===== src/hw/rtl/rmed_pkg.sv =====
// Shared types and constants for the running median with insert and delete
package rmed_pkg;

   localparam int CAPACITY_DEFAULT    = 64;
   localparam int VALUE_WIDTH_DEFAULT = 32;
   localparam int DATA_W              = 32;
   localparam int CMD_W               = 2;
   localparam int STATUS_W            = 2;
   localparam int COUNT_OUT_W         = 7;
   localparam int RSP_DATA_W          = 40;

   localparam logic [CMD_W-1:0] CMD_ADD    = 2'd0;
   localparam logic [CMD_W-1:0] CMD_REMOVE = 2'd1;
   localparam logic [CMD_W-1:0] CMD_CLEAR  = 2'd2;

   localparam logic [STATUS_W-1:0] ST_DONE   = 2'd0;
   localparam logic [STATUS_W-1:0] ST_FULL   = 2'd1;
   localparam logic [STATUS_W-1:0] ST_ABSENT = 2'd2;

   typedef enum logic [3:0] {
      S_IDLE,
      S_DISPATCH,
      S_ADD_CHK,
      S_ADD_CMP,
      S_REM_CHK,
      S_REM_CMP,
      S_MED_RD,
      S_FINISH
   } state_type;

   typedef enum logic [3:0] {
      OP_NONE,
      OP_LOAD,
      OP_SET_FULL,
      OP_CLEAR,
      OP_ADD_RD,
      OP_ADD_SHIFT,
      OP_ADD_PUT,
      OP_REM_RD,
      OP_REM_STEP,
      OP_REM_END,
      OP_MED_RD,
      OP_OUT
   } op_type;

   typedef struct packed {
      logic [CMD_W-1:0] cmd;
      logic             full;
      logic             idx_zero;
      logic             idx_end;
      logic             shift;
      logic             out_free;
   } dp_status_type;

endpackage


===== src/hw/rtl/running_median_insert_delete.sv =====
// Top level: running lower median of a bounded multiset with add, remove and clear.
// One command at a time; the sorted memory is scanned one entry at a time,
// each entry through a check state and a compare state.
// After the result loads the controller returns to idle and accepts the next beat;
// the load waits while an earlier result is still held, not yet taken on rsp_tready.
// Sync reset empties the set and drops any pending result; memory needs no clearing.
module running_median_insert_delete #(
   parameter int CAPACITY    = rmed_pkg::CAPACITY_DEFAULT,
   parameter int VALUE_WIDTH = rmed_pkg::VALUE_WIDTH_DEFAULT
) (
   input  logic                               clock,
   input  logic                               reset,
   input  logic                               req_tvalid,
   output logic                               req_tready,
   input  logic [rmed_pkg::DATA_W-1:0]        req_tdata,   // value
   input  logic [rmed_pkg::CMD_W-1:0]         req_tuser,   // cmd
   output logic                               rsp_tvalid,
   input  logic                               rsp_tready,
   output logic [rmed_pkg::RSP_DATA_W-1:0]    rsp_tdata,   // median, has_median, element_count
   output logic [rmed_pkg::STATUS_W-1:0]      rsp_tuser    // status
);

   rmed_pkg::op_type                 dp_op;
   rmed_pkg::dp_status_type          dp_status;
   logic [rmed_pkg::DATA_W-1:0]      median;
   logic                             has_median;
   logic [rmed_pkg::COUNT_OUT_W-1:0] element_count;

   rmed_ctrl u_ctrl (
      .clock      (clock),
      .reset      (reset),
      .req_tvalid (req_tvalid),
      .req_tready (req_tready),
      .dp_status  (dp_status),
      .dp_op      (dp_op)
   );

   rmed_dp #(
      .CAPACITY    (CAPACITY),
      .VALUE_WIDTH (VALUE_WIDTH)
   ) u_dp (
      .clock          (clock),
      .reset          (reset),
      .dp_op          (dp_op),
      .dp_status      (dp_status),
      .req_cmd        (req_tuser),
      .req_value      (req_tdata),
      .rsp_tvalid     (rsp_tvalid),
      .rsp_tready     (rsp_tready),
      .rsp_median     (median),
      .rsp_has_median (has_median),
      .rsp_count      (element_count),
      .rsp_status     (rsp_tuser)
   );

   assign rsp_tdata = {element_count, has_median, median};

endmodule


===== src/hw/rtl/rmed_ctrl.sv =====
// Controller state machine sequencing insert, delete and median read
module rmed_ctrl (
   input  logic                   clock,
   input  logic                   reset,
   input  logic                   req_tvalid,
   output logic                   req_tready,
   input  rmed_pkg::dp_status_type dp_status,
   output rmed_pkg::op_type       dp_op
);

   rmed_pkg::state_type state_ff;
   rmed_pkg::state_type state_in;

   always_ff @(posedge clock) begin
      if (reset) begin
         state_ff <= rmed_pkg::S_IDLE;
      end else begin
         state_ff <= state_in;
      end
   end

   always_comb begin
      state_in = state_ff;
      case (state_ff)
         rmed_pkg::S_IDLE: begin
            if (req_tvalid) state_in = rmed_pkg::S_DISPATCH;
         end
         rmed_pkg::S_DISPATCH: begin
            case (dp_status.cmd)
               rmed_pkg::CMD_ADD: begin
                  state_in = dp_status.full ? rmed_pkg::S_MED_RD : rmed_pkg::S_ADD_CHK;
               end
               rmed_pkg::CMD_REMOVE: state_in = rmed_pkg::S_REM_CHK;
               default:              state_in = rmed_pkg::S_MED_RD;
            endcase
         end
         rmed_pkg::S_ADD_CHK: begin
            state_in = dp_status.idx_zero ? rmed_pkg::S_MED_RD : rmed_pkg::S_ADD_CMP;
         end
         rmed_pkg::S_ADD_CMP: begin
            state_in = dp_status.shift ? rmed_pkg::S_ADD_CHK : rmed_pkg::S_MED_RD;
         end
         rmed_pkg::S_REM_CHK: begin
            state_in = dp_status.idx_end ? rmed_pkg::S_MED_RD : rmed_pkg::S_REM_CMP;
         end
         rmed_pkg::S_REM_CMP: state_in = rmed_pkg::S_REM_CHK;
         rmed_pkg::S_MED_RD:  state_in = rmed_pkg::S_FINISH;
         rmed_pkg::S_FINISH: begin
            if (dp_status.out_free) state_in = rmed_pkg::S_IDLE;
         end
         default: state_in = rmed_pkg::S_IDLE;
      endcase
   end

   always_comb begin
      dp_op      = rmed_pkg::OP_NONE;
      req_tready = 1'b0;
      case (state_ff)
         rmed_pkg::S_IDLE: begin
            req_tready = 1'b1;
            if (req_tvalid) dp_op = rmed_pkg::OP_LOAD;
         end
         rmed_pkg::S_DISPATCH: begin
            case (dp_status.cmd)
               rmed_pkg::CMD_ADD: begin
                  if (dp_status.full) dp_op = rmed_pkg::OP_SET_FULL;
               end
               rmed_pkg::CMD_CLEAR: dp_op = rmed_pkg::OP_CLEAR;
               default:             dp_op = rmed_pkg::OP_NONE;
            endcase
         end
         rmed_pkg::S_ADD_CHK: begin
            dp_op = dp_status.idx_zero ? rmed_pkg::OP_ADD_PUT : rmed_pkg::OP_ADD_RD;
         end
         rmed_pkg::S_ADD_CMP: begin
            dp_op = dp_status.shift ? rmed_pkg::OP_ADD_SHIFT : rmed_pkg::OP_ADD_PUT;
         end
         rmed_pkg::S_REM_CHK: begin
            dp_op = dp_status.idx_end ? rmed_pkg::OP_REM_END : rmed_pkg::OP_REM_RD;
         end
         rmed_pkg::S_REM_CMP: dp_op = rmed_pkg::OP_REM_STEP;
         rmed_pkg::S_MED_RD:  dp_op = rmed_pkg::OP_MED_RD;
         rmed_pkg::S_FINISH: begin
            if (dp_status.out_free) dp_op = rmed_pkg::OP_OUT;
         end
         default: dp_op = rmed_pkg::OP_NONE;
      endcase
   end

endmodule


===== src/hw/rtl/rmed_dp.sv =====
// Datapath: sorted value memory, scan index, count and result register
module rmed_dp #(
   parameter int CAPACITY    = rmed_pkg::CAPACITY_DEFAULT,
   parameter int VALUE_WIDTH = rmed_pkg::VALUE_WIDTH_DEFAULT
) (
   input  logic                              clock,
   input  logic                              reset,
   input  rmed_pkg::op_type                  dp_op,
   output rmed_pkg::dp_status_type           dp_status,
   input  logic [rmed_pkg::CMD_W-1:0]        req_cmd,
   input  logic [rmed_pkg::DATA_W-1:0]       req_value,
   output logic                              rsp_tvalid,
   input  logic                              rsp_tready,
   output logic [rmed_pkg::DATA_W-1:0]       rsp_median,
   output logic                              rsp_has_median,
   output logic [rmed_pkg::COUNT_OUT_W-1:0]  rsp_count,
   output logic [rmed_pkg::STATUS_W-1:0]     rsp_status
);

   localparam int AW = $clog2(CAPACITY);
   localparam int CW = $clog2(CAPACITY + 1);
   localparam int XW = (CW > rmed_pkg::COUNT_OUT_W) ? CW : rmed_pkg::COUNT_OUT_W;
   localparam int EW = 64;

   logic [VALUE_WIDTH-1:0] mem [CAPACITY];

   logic [rmed_pkg::CMD_W-1:0]    cmd_ff;
   logic signed [VALUE_WIDTH-1:0] val_ff;
   logic signed [VALUE_WIDTH-1:0] rd_data_ff;
   logic [CW-1:0]                 count_ff;
   logic [CW-1:0]                 idx_ff;
   logic                          found_ff;
   logic [rmed_pkg::STATUS_W-1:0] status_ff;

   logic                              rsp_valid_ff;
   logic [rmed_pkg::DATA_W-1:0]       median_ff;
   logic                              has_ff;
   logic [rmed_pkg::COUNT_OUT_W-1:0]  cnt_out_ff;
   logic [rmed_pkg::STATUS_W-1:0]     st_out_ff;

   logic signed [EW-1:0]   req_ext;
   logic signed [EW-1:0]   med_ext;
   logic [CW-1:0]          idx_dec;
   logic [CW-1:0]          med_idx;
   logic [XW-1:0]          count_ext;
   logic                   wr_en;
   logic [AW-1:0]          wr_addr;
   logic [VALUE_WIDTH-1:0] wr_data;
   logic                   rd_en;
   logic [AW-1:0]          rd_addr;

   assign req_ext   = EW'(signed'(req_value));
   assign med_ext   = EW'(rd_data_ff);
   assign idx_dec   = idx_ff - CW'(1);
   assign med_idx   = (count_ff - CW'(1)) >> 1;
   assign count_ext = XW'(count_ff);

   assign dp_status.cmd      = cmd_ff;
   assign dp_status.full     = (count_ff == CW'(CAPACITY));
   assign dp_status.idx_zero = (idx_ff == '0);
   assign dp_status.idx_end  = (idx_ff == count_ff);
   assign dp_status.shift    = (rd_data_ff > val_ff);
   assign dp_status.out_free = !rsp_valid_ff || rsp_tready;

   always_comb begin
      wr_en   = 1'b0;
      wr_addr = idx_ff[AW-1:0];
      wr_data = val_ff;
      rd_en   = 1'b0;
      rd_addr = idx_ff[AW-1:0];
      case (dp_op)
         rmed_pkg::OP_ADD_RD: begin
            rd_en   = 1'b1;
            rd_addr = idx_dec[AW-1:0];
         end
         rmed_pkg::OP_ADD_SHIFT: begin
            wr_en   = 1'b1;
            wr_data = rd_data_ff;
         end
         rmed_pkg::OP_ADD_PUT: wr_en = 1'b1;
         rmed_pkg::OP_REM_RD:  rd_en = 1'b1;
         rmed_pkg::OP_REM_STEP: begin
            wr_en   = found_ff;
            wr_addr = idx_dec[AW-1:0];
            wr_data = rd_data_ff;
         end
         rmed_pkg::OP_MED_RD: begin
            rd_en   = 1'b1;
            rd_addr = med_idx[AW-1:0];
         end
         default: wr_en = 1'b0;
      endcase
   end

   always_ff @(posedge clock) begin
      if (wr_en) mem[wr_addr] <= wr_data;
      if (rd_en) rd_data_ff <= mem[rd_addr];
   end

   always_ff @(posedge clock) begin
      if (reset) begin
         count_ff     <= '0;
         rsp_valid_ff <= 1'b0;
         cmd_ff       <= rmed_pkg::CMD_ADD;
         idx_ff       <= '0;
         found_ff     <= 1'b0;
         status_ff    <= rmed_pkg::ST_DONE;
      end else begin
         if (dp_op == rmed_pkg::OP_OUT) rsp_valid_ff <= 1'b1;
         else if (rsp_tready)          rsp_valid_ff <= 1'b0;
         case (dp_op)
            rmed_pkg::OP_LOAD: begin
               cmd_ff    <= req_cmd;
               val_ff    <= req_ext[VALUE_WIDTH-1:0];
               status_ff <= rmed_pkg::ST_DONE;
               found_ff  <= 1'b0;
               idx_ff    <= (req_cmd == rmed_pkg::CMD_ADD) ? count_ff : '0;
            end
            rmed_pkg::OP_SET_FULL: status_ff <= rmed_pkg::ST_FULL;
            rmed_pkg::OP_CLEAR:    count_ff  <= '0;
            rmed_pkg::OP_ADD_SHIFT: idx_ff   <= idx_dec;
            rmed_pkg::OP_ADD_PUT:  count_ff  <= count_ff + CW'(1);
            rmed_pkg::OP_REM_STEP: begin
               if (!found_ff && rd_data_ff == val_ff) found_ff <= 1'b1;
               idx_ff <= idx_ff + CW'(1);
            end
            rmed_pkg::OP_REM_END: begin
               if (found_ff) count_ff  <= count_ff - CW'(1);
               else          status_ff <= rmed_pkg::ST_ABSENT;
            end
            rmed_pkg::OP_OUT: begin
               median_ff    <= (count_ff == '0) ? '0 : med_ext[rmed_pkg::DATA_W-1:0];
               has_ff       <= (count_ff != '0);
               cnt_out_ff   <= count_ext[rmed_pkg::COUNT_OUT_W-1:0];
               st_out_ff    <= status_ff;
            end
            default: found_ff <= found_ff;
         endcase
      end
   end

   assign rsp_tvalid     = rsp_valid_ff;
   assign rsp_median     = median_ff;
   assign rsp_has_median = has_ff;
   assign rsp_count      = cnt_out_ff;
   assign rsp_status     = st_out_ff;

endmodule


===== config.mk =====
export PLATFORM = sky130hd
export DESIGN_NAME = running_median_insert_delete
export DESIGN_NICKNAME = d
export VERILOG_FILES = /design/src/hw/rtl/rmed_pkg.sv /design/src/hw/rtl/running_median_insert_delete.sv /design/src/hw/rtl/rmed_ctrl.sv /design/src/hw/rtl/rmed_dp.sv
export SDC_FILE = /design/constraint.sdc
export NUM_CORES = 2
export LEC_CHECK = 0
export ABC_AREA = 1
export BUFFER_PORTS_ARGS = -buffer_cell sky130_fd_sc_hd__buf_2
export CAP_MARGIN = 20
export CORE_MARGIN = 2
export CORE_UTILIZATION = 37
export DETAILED_ROUTE_END_ITERATION = 12
export SLEW_MARGIN = 40
export SYNTH_ARGS = -nofsm -noshare
export SYNTH_HDL_FRONTEND = slang
export SYNTH_HIERARCHICAL = 1
export SYNTH_SLANG_ARGS = --single-unit

===== constraint.sdc =====
create_clock -name clock -period 6.95 [get_ports clock]
set_clock_uncertainty 0.05 [all_clocks]
set_input_delay 0.3475 -clock clock [delete_from_list [all_inputs] [get_ports clock]]
set_output_delay 0.3475 -clock clock [all_outputs]
set_load 0.02 [all_outputs]

==> key figures <==
Setup path
  – FF-to-FF setup slack: roughly 730 ps
  – RR Startpoint: u_dp/val_ff[31]
  – Critical Path Most Common Cell: nand3_1
  – CP Data Arrival Time: ~6700 ps
  – CP Max Fanout: 56
  – Critical setup path kind: reg -> reg
  – CP endpoint kind: flip-flop
  – Critical-path top delay cell: nor4_1
  – Max stage delay on crit path: about 520 ps
  – Worst setup SP type: flip-flop
  – CP required: between 7000 and 8000 ps
  – R2r endpoint: u_dp/rd_data_ff[25]
  – CP startpoint: u_dp/val_ff[31]
  – Delay-heaviest family, CP: simple AND/OR/NAND/NOR gates
  – Worst R2R Path Depth: 26
  – CP bufs+invs: 5

Clock network
  – H-tree depth: 4
  – Clk pin slew, worst setup/hold paths: around 60 ps
  – CTS tree: done
  – Clk Tree Root Cell: clkbuf_16
  – Worst skew pair latency: approximately 870 ps
  – Num CTS Buffers: roughly 230
  – Clock buffer depth: 3
  – Clock Sinks: 2177

Route
  – Final WL: 279000 um
  – Drc violations: 0
  – Via/cell ratio: ~5.2
  – Iter 0 DRT Violations: ~8000
  – Pre-Repair DR Iteration Count: 7
  – Routed length per instance: 21.7 um
  – Final ANT Viol Nets: 0
  – Vias: between 60000 and 70000

Synthesis
  – Ys flop type: edfxtp_1
  – EDFF count, synth: ~2200
  – Post-synth top area cell: edfxtp_1
  – Most frequent cells after synthesis: nand3_1 (2166), edfxtp_1 (2154), nand2_1 (1805)
  – Sequential cell area fraction in the yosys report: 0.677
  – Yosys warnings: 6
  – Area contributors post-synth: edfxtp_1 (67%), nand3_1 (11%), nand2_1 (7.0%)
  – Flops & latches, synth: approximately 2200
  – Distinct cells, synth: 43
  – Cells after synthesis: approximately 9000
  – Top-area cell type share of the netlist area: 0.672
  – Ys async rst share: 0
  – Cell Area, Synth: 96200 sq um
  – Most frequent cell after synthesis: nand3_1
  – Mean Syn Cell Area: approximately 11 sq um
  – Post-synth net total: 9166

Timing
  – RSZ-0062 raised after global routing: false
  – Final worst slack: roughly 730 ps
  – Setup_tns: 0 ps
  – Final hold violation count: 0
  – Tcrit/Tclk final: 0.895
  – Final setup vio count: 0
  – Slew @ Worst Pin: slightly above 800 ps
  – Final Max Tran Viols: 0
  – Minimum clock period after layout: 6220 ps
  – Fmax: about 160 MHz
  – Slew headroom: 0.453

Floorplan
  – Number of I/O pins: 82
  – DIE WIDTH: ~510 um
  – FP Rows: around 190
  – Die Ht: 514 um
  – Die Area: roughly 260000 sq um
  – Core ar.: roughly 260000 sq um
  – Starting Density: 0.371

Final layout
  – Fillers: 24000
  – Net count, final: 9312
  – Share of cells above drive strength 1: 0.0879
  – Area Overhead vs Synth: 15.7%

Place
  – DP Worst Slack: ~910 ps
  – Final HPWL DP: ~160000 um
  – Port buffer count: between 80 and 90
  – Final RePlAce weighted congestion: 0.878

GRT
  – Initial antenna violation count: 11
  – Total global routing overflow: 0
  – Vias in the first global route: approximately 63000
  – Total track usage: 0.207
  – Largest net degree at the start of global routing: 92
  – First-pass GRT wire length: slightly above 400000 um

Power
  – Pleak: about 45 nW
  – Power per Cell Area: between 500 and 600 nW/um^2
  – Max IR drop VDD: 409 uV

Worst hold path
  – Hold WC Path Type: in -> reg
  – Hold EP: u_dp/val_ff[0]
  – Hold path start: req_tdata[0]
  – Hold path depth: 2

Outcome
  – Status: finished, final reports clean

Job
  – Max Cap Violations: 0
## flip-flops by register name, indices dropped and copies added (netlist names)
name and flops:
u_dp/count_ext 7, u_dp/status_ff 2, u_dp/val_ff 32, u_dp/found_ff 1, u_dp/idx_ff 7, u_dp/rd_data_ff 32
u_dp/rsp_has_median 1, u_dp/rsp_count 7, u_ctrl/state_ff 3, u_dp/mem 2048, u_dp/rsp_status 2, u_dp/rsp_median 32
u_dp/cmd_ff 2, u_dp/rsp_tvalid 1
## layout make-up
class / instances / area (sq um) / share of cell area
timing repair buffer: 439 / 5240 / 0.0470
clock inverter: 135 / 1160 / 0.0104
inverter: 1733 / 6520 / 0.0586
antenna: 2 / 5.00 / 0.0000449
sequential: 2177 / 65100 / 0.585
tap: 3402 / 4260 / 0.0382
multi-input combinational: 4659 / 23100 / 0.208
clock buffer: 284 / 5940 / 0.0533
## worst max-delay path by stage
stage                          endpoint  slack (ps)  cells after the start
floorplan                u_dp/mem[0][0]         720                     21
global placement    u_dp/rd_data_ff[25]         890                     25
detailed placement  u_dp/rd_data_ff[25]         910                     26
CTS                 u_dp/rd_data_ff[25]         920                     26
global route        u_dp/rd_data_ff[11]         560                     27
finish              u_dp/rd_data_ff[25]         730                     26
## timing repair
| action | CTS | global route |
|---|---|---|
| hold buffers | 38 | 0 |
| gates resized for setup | 0 | 0 |
| buffers inserted | 0 | 0 |
| endpoints found under the hold margin | 45 | 0 |
## placed cells by master, fill, tap and decap left out, types with 3 or more instances in the layout
cell           instances
nor2_2                 3
nand2_2                3
buf_4                153
inv_6                  5
nand3b_1             321
clkinv_8               3
inv_16                 3
clkinvlp_4             8
inv_1               1725
a21oi_1               33
nand4_1                9
nand2_1             1804
nand3_1             2165
clkbuf_16            229
dlygate4sd3_1         38
ha_1                  39
o21ai_0               33
clkinv_2              33
xor2_1                12
a31oi_1                3
nor2_1                82
clkinv_1              65
nor3_1                 7
buf_16                 3
dfxtp_1               23
bufinv_16             18
buf_12               149
buf_2                 81
inv_2                  5
edfxtp_1            2154
buf_8                 14
o21ai_4               33
o211ai_1               5
clkbuf_1              54
a211oi_1               3
xnor2_1                4
nor2_4                69
o22ai_1                3
## report_power, final
group	total [mW]	switching [mW]	internal, mW
registers	17.8	0.209	17.6
logic	27.3	20.0	7.30
clock network	11.7	5.05	6.68
total	56.8	25.3	31.6
## per-layer routing
| layer | wire length, um | GRT usage | up-vias |
|---|---|---|---|
| met3 | 24900 | 0.0357 | 417 |
| met5 | 13 | 0 | - |
| met4 | 6900 | 0.0594 | 2 |
| li1 | - | - | 30500 |
| met1 | 118000 | 0.289 | 32400 |
| met2 | 129000 | 0.332 | 3092 |
## metrics by stage
stage               area, sq um  hold WS [ps]  total power [mW]  cells   util
floorplan                 96200           353              33.2   9089      -
global placement         104000           406              44.2  12400  0.400
detailed placement       104000           415              44.7  12400  0.400
CTS                      111000          89.0              56.4  12800  0.429
global route             111000           134              59.4  12800  0.430
finish                   111000           150              56.8  12800  0.430
## kinds of logic after synthesis
logic type / synth area share
xor+xnor: 0.00146
flops: 0.677
fa+ha+maj: 0.00507
buf+inv: 0.0928
compound gates: 0.00736
simple gates: 0.216
Note: power is estimated with default switching activity, not from simulation.
